File: config.mk
export PLATFORM = sky130hd
export DESIGN_NAME = block_fir_filter_core
export DESIGN_NICKNAME = d
export VERILOG_FILES = /design/src/rtl/core/bfir_pkg.sv /design/src/rtl/core/block_fir_filter_core.sv /design/src/rtl/core/bfir_seq.sv /design/src/rtl/core/bfir_dp.sv
export SDC_FILE = /design/constraint.sdc
export NUM_CORES = 2
export LEC_CHECK = 0
export BUFFER_PORTS_ARGS = -buffer_cell sky130_fd_sc_hd__buf_4
export CORE_ASPECT_RATIO = 2
export CORE_MARGIN = 5
export CORE_UTILIZATION = 30
export CTS_BUF_LIST = sky130_fd_sc_hd__clkbuf_4 sky130_fd_sc_hd__clkbuf_8
export CTS_CLUSTER_DIAMETER = 100
export DETAILED_ROUTE_END_ITERATION = 10
export GPL_TIMING_DRIVEN = 0
export PLACE_DENSITY = 0.5
export SLEW_MARGIN = 20
export SYNTH_ARGS = -nofsm -noshare
export SYNTH_HDL_FRONTEND = slang
export SYNTH_HIERARCHICAL = 1
export SYNTH_SLANG_ARGS = --single-unit
File: constraint.sdc
create_clock -name clk -period 7.54 [get_ports clk]
set_clock_uncertainty 0.15 [all_clocks]
set_input_delay 0.377 -clock clk [delete_from_list [all_inputs] [get_ports clk]]
set_output_delay 0.377 -clock clk [all_outputs]
set_load 0.01 [all_outputs]
File: src/rtl/core/bfir_pkg.sv
// Block FIR filter: shared types and constants.
// Used by bfir_seq, bfir_dp and block_fir_filter_core; no dependencies.
`timescale 1ns / 1ps
`default_nettype none

package bfir_pkg;

	localparam int TAPS     = 64;
	localparam int TAP_W    = 6;
	localparam int SAMPLE_W = 12;
	localparam int COEF_W   = 18;
	localparam int PROD_W   = COEF_W + SAMPLE_W + 1;
	localparam int ACC_W    = PROD_W + TAP_W;

	typedef enum logic [1:0] {
		OP_FILTER  = 2'd0,
		OP_LOAD_LP = 2'd1,
		OP_LOAD_HP = 2'd2
	} opcode_t;

	typedef struct packed {
		opcode_t                    opcode;
		logic [SAMPLE_W-1:0]        sample_in;
		logic [TAP_W-1:0]           coef_index;
		logic signed [COEF_W-1:0]   coef_value;
	} item_t;

	// control word fields that drive the datapath
	typedef struct packed {
		logic ready;
		logic mac;
		logic emit;
	} ctrl_t;

	// datapath status back to the sequencer
	typedef struct packed {
		logic sample_fire;
		logic more;
		logic out_busy;
	} stat_t;

endpackage

`default_nettype wire

File: src/rtl/core/block_fir_filter_core.sv
// Block FIR filter top level: stream ports, filter_select register,
// sequencer and datapath. Depends on bfir_pkg, bfir_seq, bfir_dp.
//
// Usage:
//   s_axis carries one item per transaction: tuser is the opcode (filter a
//   sample, load a low-pass or high-pass coefficient). Loads give no result.
//   Each sample gives one result on m_axis; tlast marks the last sample of
//   a block of BLOCK_LEN samples.
//   cfg carries filter_select; write it only while the block is idle.
// Sequence:
//   A sample at block position n runs one MAC step per tap, ntaps = min(n+1, 64),
//   through a single shared multiply-accumulate; the MAC pipeline then drains
//   and the result is loaded into the output register. Only after that is
//   the next item taken.
// Reset:
//   Coefficient tables read as zero, block position and filter_select clear.
//   No clearing pass is needed.
// Stall:
//   A result waits in the output register; if it is still held when the next
//   result is ready, the sequencer waits in its emit step and s_axis_tready
//   stays low.
`timescale 1ns / 1ps
`default_nettype none

module block_fir_filter_core import bfir_pkg::*; #(
	parameter int BLOCK_LEN      = 64,
	parameter int COEF_FRAC_BITS = 16
) (
	input  wire         clk,
	input  wire         arst_n,
	input  wire         s_axis_tvalid,
	output logic        s_axis_tready,
	input  wire  [39:0] s_axis_tdata,  // sample_in[11:0], coef_index[17:12], coef_value[35:18]
	input  wire  [1:0]  s_axis_tuser,  // opcode[1:0]
	output logic        m_axis_tvalid,
	input  wire         m_axis_tready,
	output logic [15:0] m_axis_tdata,  // filtered_out[11:0]
	output logic        m_axis_tlast,  // block_end
	input  wire         cfg_valid,
	output logic        cfg_ready,
	input  wire         cfg_data       // filter_select
);

	ctrl_t               ctrl;
	stat_t               stat;
	item_t               item;
	logic                filter_select_q;
	logic [SAMPLE_W-1:0] out_data;

	assign item.opcode     = opcode_t'(s_axis_tuser);
	assign item.sample_in  = s_axis_tdata[11:0];
	assign item.coef_index = s_axis_tdata[17:12];
	assign item.coef_value = $signed(s_axis_tdata[35:18]);

	assign cfg_ready = 1'b1;

	always_ff @(posedge clk or negedge arst_n) begin
		if (!arst_n) begin
			filter_select_q <= 1'b0;
		end else if (cfg_valid && cfg_ready) begin
			filter_select_q <= cfg_data;
		end
	end

	bfir_seq u_seq (
		.clk    (clk),
		.arst_n (arst_n),
		.stat   (stat),
		.ctrl   (ctrl)
	);

	bfir_dp #(
		.BLOCK_LEN      (BLOCK_LEN),
		.COEF_FRAC_BITS (COEF_FRAC_BITS)
	) u_dp (
		.clk           (clk),
		.arst_n        (arst_n),
		.ctrl          (ctrl),
		.stat          (stat),
		.in_valid      (s_axis_tvalid),
		.item          (item),
		.filter_select (filter_select_q),
		.out_ready     (m_axis_tready),
		.out_valid     (m_axis_tvalid),
		.out_data      (out_data),
		.out_last      (m_axis_tlast)
	);

	assign s_axis_tready = ctrl.ready;
	assign m_axis_tdata  = {4'b0000, out_data};

endmodule

`default_nettype wire

File: src/rtl/core/bfir_seq.sv
// Block FIR filter: microcode sequencer (program ROM, step counter, branches).
// Depends on bfir_pkg.
`timescale 1ns / 1ps
`default_nettype none

module bfir_seq import bfir_pkg::*; (
	input  wire   clk,
	input  wire   arst_n,
	input  stat_t stat,
	output ctrl_t ctrl
);

	typedef enum logic [1:0] {
		COND_NONE,
		COND_NO_SAMPLE,
		COND_MORE,
		COND_OUT_BUSY
	} cond_t;

	typedef struct packed {
		ctrl_t      ctrl;
		cond_t      cond;
		logic [2:0] jump;
		logic [2:0] next;
	} ucode_t;

	localparam logic [2:0] STEP_FETCH  = 3'd0;
	localparam logic [2:0] STEP_LOOP   = 3'd1;
	localparam logic [2:0] STEP_DRAIN1 = 3'd2;
	localparam logic [2:0] STEP_DRAIN2 = 3'd3;
	localparam logic [2:0] STEP_EMIT   = 3'd4;

	//                           ready mac  emit   cond            jump        next
	localparam ucode_t ROM [8] = '{
		'{'{1'b1, 1'b0, 1'b0}, COND_NO_SAMPLE, STEP_FETCH, STEP_LOOP},
		'{'{1'b0, 1'b1, 1'b0}, COND_MORE,      STEP_LOOP,  STEP_DRAIN1},
		'{'{1'b0, 1'b0, 1'b0}, COND_NONE,      STEP_FETCH, STEP_DRAIN2},
		'{'{1'b0, 1'b0, 1'b0}, COND_NONE,      STEP_FETCH, STEP_EMIT},
		'{'{1'b0, 1'b0, 1'b1}, COND_OUT_BUSY,  STEP_EMIT,  STEP_FETCH},
		'{'{1'b0, 1'b0, 1'b0}, COND_NONE,      STEP_FETCH, STEP_FETCH},
		'{'{1'b0, 1'b0, 1'b0}, COND_NONE,      STEP_FETCH, STEP_FETCH},
		'{'{1'b0, 1'b0, 1'b0}, COND_NONE,      STEP_FETCH, STEP_FETCH}
	};

	logic [2:0] pc_q;
	ucode_t     word;
	logic       take;

	assign word = ROM[pc_q];
	assign ctrl = word.ctrl;

	always_comb begin
		case (word.cond)
			COND_NO_SAMPLE: take = !stat.sample_fire;
			COND_MORE:      take = stat.more;
			COND_OUT_BUSY:  take = stat.out_busy;
			default:        take = 1'b0;
		endcase
	end

	always_ff @(posedge clk or negedge arst_n) begin
		if (!arst_n) begin
			pc_q <= STEP_FETCH;
		end else begin
			pc_q <= take ? word.jump : word.next;
		end
	end

endmodule

`default_nettype wire

File: src/rtl/core/bfir_dp.sv
// Block FIR filter: datapath (coefficient and history memories, MAC pipeline,
// block position, saturation and output register). Depends on bfir_pkg.
`timescale 1ns / 1ps
`default_nettype none

module bfir_dp import bfir_pkg::*; #(
	parameter int BLOCK_LEN      = 64,
	parameter int COEF_FRAC_BITS = 16
) (
	input  wire                  clk,
	input  wire                  arst_n,
	input  ctrl_t                ctrl,
	output stat_t                stat,
	input  wire                  in_valid,
	input  item_t                item,
	input  wire                  filter_select,
	input  wire                  out_ready,
	output logic                 out_valid,
	output logic [SAMPLE_W-1:0]  out_data,
	output logic                 out_last
);

	localparam int POS_W = $clog2(BLOCK_LEN);

	logic [COEF_W-1:0]          coef_mem [2*TAPS];
	logic [2*TAPS-1:0]          coef_vld_q;
	logic [SAMPLE_W-1:0]        hist_mem [TAPS];

	logic                       in_fire;
	logic                       sample_fire;
	logic                       coef_wr;
	logic [TAP_W:0]             coef_wr_addr;
	logic [TAP_W:0]             coef_rd_addr;
	logic [TAP_W-1:0]           hist_rd_addr;

	logic [POS_W-1:0]           pos_q;
	logic [POS_W+TAP_W-1:0]     pos_ext;
	logic [TAP_W-1:0]           pos6;
	logic [TAP_W-1:0]           last_k;
	logic                       pos_last;
	logic [TAP_W-1:0]           k_q;

	logic                       v_s1;
	logic                       v_s2;
	logic [COEF_W-1:0]          coef_s1;
	logic                       cvld_s1;
	logic [SAMPLE_W-1:0]        hist_s1;
	logic signed [COEF_W-1:0]   coef_eff;
	logic signed [PROD_W-1:0]   prod_s2;
	logic signed [ACC_W-1:0]    prod_ext;
	logic signed [ACC_W-1:0]    acc_q;

	logic                       acc_pos;
	logic [ACC_W-1:0]           acc_shift;
	logic [SAMPLE_W-1:0]        sat;
	logic                       emit_go;

	logic                       out_valid_q;
	logic [SAMPLE_W-1:0]        out_data_q;
	logic                       out_last_q;

	assign in_fire      = in_valid && ctrl.ready;
	assign sample_fire  = in_fire && (item.opcode == OP_FILTER);
	assign coef_wr      = in_fire && (item.opcode inside {OP_LOAD_LP, OP_LOAD_HP});
	assign coef_wr_addr = {item.opcode == OP_LOAD_HP, item.coef_index};
	assign coef_rd_addr = {filter_select, k_q};

	assign pos_ext      = {{TAP_W{1'b0}}, pos_q};
	assign pos6         = pos_ext[TAP_W-1:0];
	assign last_k       = (pos_ext >= (POS_W+TAP_W)'(TAPS-1)) ? TAP_W'(TAPS-1) : pos6;
	assign pos_last     = (pos_q == POS_W'(BLOCK_LEN-1));
	assign hist_rd_addr = pos6 - k_q;

	assign stat.sample_fire = sample_fire;
	assign stat.more        = (k_q != last_k);
	assign stat.out_busy    = out_valid_q && !out_ready;

	assign emit_go = ctrl.emit && !stat.out_busy;

	// memories
	always_ff @(posedge clk) begin
		if (coef_wr) begin
			coef_mem[coef_wr_addr] <= item.coef_value;
		end
		coef_s1 <= coef_mem[coef_rd_addr];
		if (sample_fire) begin
			hist_mem[pos6] <= item.sample_in;
		end
		hist_s1 <= hist_mem[hist_rd_addr];
	end

	// unloaded coefficient entries read as zero
	always_ff @(posedge clk or negedge arst_n) begin
		if (!arst_n) begin
			coef_vld_q <= '0;
		end else if (coef_wr) begin
			coef_vld_q[coef_wr_addr] <= 1'b1;
		end
	end

	assign coef_eff = cvld_s1 ? $signed(coef_s1) : '0;
	assign prod_ext = {{(ACC_W-PROD_W){prod_s2[PROD_W-1]}}, prod_s2};

	always_ff @(posedge clk) begin
		cvld_s1 <= coef_vld_q[coef_rd_addr];
		prod_s2 <= coef_eff * $signed({1'b0, hist_s1});
	end

	always_ff @(posedge clk or negedge arst_n) begin
		if (!arst_n) begin
			k_q         <= '0;
			v_s1        <= 1'b0;
			v_s2        <= 1'b0;
			acc_q       <= '0;
			pos_q       <= '0;
			out_valid_q <= 1'b0;
		end else begin
			v_s1 <= ctrl.mac;
			v_s2 <= v_s1;
			if (sample_fire) begin
				k_q   <= '0;
				acc_q <= '0;
			end else begin
				if (ctrl.mac) begin
					k_q <= k_q + TAP_W'(1);
				end
				if (v_s2) begin
					acc_q <= acc_q + prod_ext;
				end
			end
			if (emit_go) begin
				out_valid_q <= 1'b1;
				pos_q       <= pos_last ? '0 : pos_q + POS_W'(1);
			end else if (out_ready) begin
				out_valid_q <= 1'b0;
			end
		end
	end

	// truncate toward zero, clamp to 0..4095
	assign acc_pos   = !acc_q[ACC_W-1] && (acc_q != '0);
	assign acc_shift = $unsigned(acc_q) >> COEF_FRAC_BITS;

	always_comb begin
		if (!acc_pos) begin
			sat = '0;
		end else if (|acc_shift[ACC_W-1:SAMPLE_W]) begin
			sat = '1;
		end else begin
			sat = acc_shift[SAMPLE_W-1:0];
		end
	end

	always_ff @(posedge clk) begin
		if (emit_go) begin
			out_data_q <= sat;
			out_last_q <= pos_last;
		end
	end

	assign out_valid = out_valid_q;
	assign out_data  = out_data_q;
	assign out_last  = out_last_q;

`ifndef SYNTHESIS
	a_emit_drained: assert property (@(posedge clk) disable iff (!arst_n)
		emit_go |-> (!v_s1 && !v_s2))
		else $error("result loaded while MAC pipeline busy");

	a_fetch_drained: assert property (@(posedge clk) disable iff (!arst_n)
		sample_fire |-> (!v_s1 && !v_s2 && !ctrl.mac))
		else $error("sample taken while MAC pipeline busy");

	a_pos_range: assert property (@(posedge clk) disable iff (!arst_n)
		{1'b0, pos_q} <= (POS_W+1)'(BLOCK_LEN-1))
		else $error("block position out of range");

	a_valid_from_emit: assert property (@(posedge clk) disable iff (!arst_n)
		$rose(out_valid_q) |-> $past(ctrl.emit))
		else $error("output valid without emit step");
`endif

endmodule

`default_nettype wire

==> flow_summary.json <==
{
  "status": "finished with violations",
  "violations": "DRC",
  "syn_inst": 6537,
  "min_path_type": "in -> reg",
  "grt_start_max_net_pins": 129,
  "fmax_mhz": 139,
  "io_buffer_count": 58,
  "die_y_um": 965,
  "synth_edf_count": 3085,
  "dp_slack_ns": -0.469,
  "yosys_most_used_dff": "edfxtp_1",
  "cts_made_buffers": 452,
  "rsz0062_at_grt": "no",
  "yosysTopAreaCell": "edfxtp_1",
  "synthTopCellsByCount": "edfxtp_1, mux4_2, inv_1",
  "htree_levels": 5,
  "finalSetupViolCount": 0,
  "clockBufferDepth": 4,
  "seq_area_frac_synth_pct": 72.0,
  "clock_latency_ns": 1.16,
  "grt_usage_pct": 18.2,
  "crit_fanout": 10,
  "globalplace.congestion": 0.877,
  "irDropWorstVdd_uv": 364,
  "post_cts_buffers": 0,
  "synth.most_common_cell": "edfxtp_1",
  "drt-initial-drc-count": 5133,
  "grt_pass1_vias": 74200,
  "worst_slack_ns": 0.332,
  "dieWidth_um": 487,
  "synth_cell_types": 63,
  "cp-start-kind": "register",
  "fillers": 42200,
  "die_area_um2": 470000,
  "syn_area_um2": 137000,
  "hold_viol": 0,
  "tightestPinTransition_ns": 1.25,
  "fin_util_pct": 34.9,
  "slew_headroom_pct": 16.3,
  "path_class": "reg -> reg",
  "finalCritPeriodShare_pct": 95.6,
  "synth_top_area_share_pct": 67.8,
  "clkTransAtPathRegs_ns": 0.07,
  "arrival_ns": 7.99,
  "io_pins": 68,
  "postRouteAntennaNets": 0,
  "min_period_ns": 7.21,
  "routed_wl_um": 434000,
  "wl_per_cell_um": 31.5,
  "drive_above_1_share_pct": 32.1,
  "ys_seq_elements": 3331,
  "holdWs_ns": 0.115,
  "multi_input_area_um2": 36700,
  "ys_warn_count": 6,
  "via_per_inst": 4.96,
  "initial_core_util_pct": 30.1,
  "grt_overflow": 0,
  "area_delta_synth_final_pct": 16.0,
  "grt_antenna_before_repair": 64,
  "core-area_um2": 454000,
  "async_flop_share_pct": 5.52,
  "powerDensity_nw_per_um2": 348,
  "drc": 3,
  "p_leak_nw": 51.9,
  "critPathRequiredTime_ns": 8.32,
  "instances_no_fill": 13800,
  "max_cap_violations": 0,
  "synth.avg_cell_area_um2": 20.9,
  "clock-sinks": 3331,
  "finalNetCount": 7608,
  "slew_violations": 0,
  "netlist_top_cells_area": "edfxtp_1, mux4_2, dfrtp_1",
  "critPathCaptureType": "register",
  "vias": 68300,
  "regArea_um2": 98500,
  "cts_tree": "done",
  "cts-root-buf": "clkbuf_8",
  "grt_pass1_wl_um": 596000,
  "drtPass1Iterations": 10,
  "dp_cells": 12700,
  "hpwl_um": 318000,
  "rows": 350
}
routing by layer:
| layer | track usage, % | vias up | routed length [um] |
|---|---|---|---|
| met5 | 0 | - | 117 |
| met4 | 13.7 | 18 | 37500 |
| met3 | 2.46 | 849 | 17000 |
| met2 | 36.3 | 2094 | 253000 |
| met1 | 16.2 | 37400 | 127000 |
| li1 | - | 28000 | - |
sequential cells by signal, summed over array words and instances, names as in the netlist:
register	count
u_dp/coef_s1	18
u_dp/pos6	6
u_dp/acc_q	37
u_dp/v_s1	1
filter_select_q	1
u_dp/hist_s1	12
u_dp/out_valid	1
u_dp/coef_vld_q	128
u_dp/hist_mem	768
u_seq/pc_q	3
u_dp/cvld_s1	1
u_dp/v_s2	1
u_dp/out_data	12
u_dp/out_last	1
u_dp/k_q	6
u_dp/prod_s2	31
u_dp/coef_mem	2304
power by group:
part | internal, W | switching (W)
combinational | 0.00802 | 0.0127
clock | 0.00668 | 0.00695
sequential | 0.0205 | 0.000402
cell usage in the layout (no fill, tap or decap), types with 84 or more instances in the layout:
| cell | count |
|---|---|
| diode_2 | 187 |
| ha_1 | 119 |
| and3_1 | 105 |
| dfrtp_1 | 184 |
| clkbuf_4 | 158 |
| fa_1 | 200 |
| nor2_2 | 88 |
| mux4_2 | 1038 |
| a21oi_1 | 84 |
| clkinv_1 | 112 |
| nor2_1 | 96 |
| clkbuf_1 | 157 |
| edfxtp_1 | 3085 |
| buf_2 | 88 |
| nor2_4 | 104 |
| clkbuf_8 | 472 |
| or2_2 | 129 |
| inv_1 | 305 |
| nand2_1 | 175 |
kinds of logic after synthesis:
kind of cell,Yosys count,synth area share [%]
other,2,0.00549
buffers and inverters,635,1.84
xor gates and xnor gates,76,0.487
and+or+nand+nor,848,3.01
muxes,1094,17.5
adders and majority gates,319,4.02
AOI/OAI and AO/OA,232,1.07
DFF,3331,72.0
worst max-delay path, cell delays in order, from the launching register on:
cell and delay [ns]:
dfxtp_1 0.33, clkbuf_1 0.37, clkbuf_2 0.33, and2_1 0.16, clkbuf_1 0.35, nand2_1 0.13
fa_1 0.56, fa_1 0.46, fa_1 0.54, inv_1 0.05, fa_1 0.47, inv_1 0.05
fa_1 0.48, inv_1 0.04, ha_1 0.32, and3_1 0.23, nand4_1 0.12, nand2_1 0.11
a2111oi_2 0.62, o31a_1 0.34, o31a_1 0.23, a21oi_1 0.12, o21a_1 0.21, nor2_1 0.12
xnor2_1 0.21
stage by stage:
stage	setup TNS, ns	total power, W	area, um^2
floorplan	0	0.0325	137000
global placement	-12.00	0.0419	145000
detailed placement	-4.84	0.0422	149000
CTS	0	0.0560	158000
global route	0	0.0569	159000
finish	0	0.0553	159000
cell type report:
cell class                 count  share of cell area (%)
clock buffer                 630                    4.85
antenna                      187                   0.295
timing repair buffer         248                    2.58
clock inverter               184                   0.645
tap                         5984                    4.72
sequential                  3331                    62.1
multi-input combinational   2574                    23.2
inverter                     307                   0.727
buffer                       327                   0.904
timing repair:
item / 4_1_cts / 5_1_grt
endpoints found under the setup margin: 13 / 3
resized for setup: 1 / 5
endpoints found under the hold margin: 3188 / 0
hold buffers: 42 / 0
worst paths after layout:
check	start	end	slack (ns)	cells after the start
max	u_dp/cvld_s1	u_dp/prod_s2[30]	0.33	24
min in group asynchronous	arst_n	u_dp/coef_vld_q[118]	0.32	4
min	s_axis_tdata[34]	u_dp/coef_mem[40][16]	0.12	2
min reg2reg	u_dp/v_s1	u_dp/v_s2	0.21	0
max in group asynchronous	arst_n	u_dp/acc_q[1]	6.11	5
max reg2reg	u_dp/cvld_s1	u_dp/prod_s2[30]	0.33	24
(Power assumes the default switching activity.)
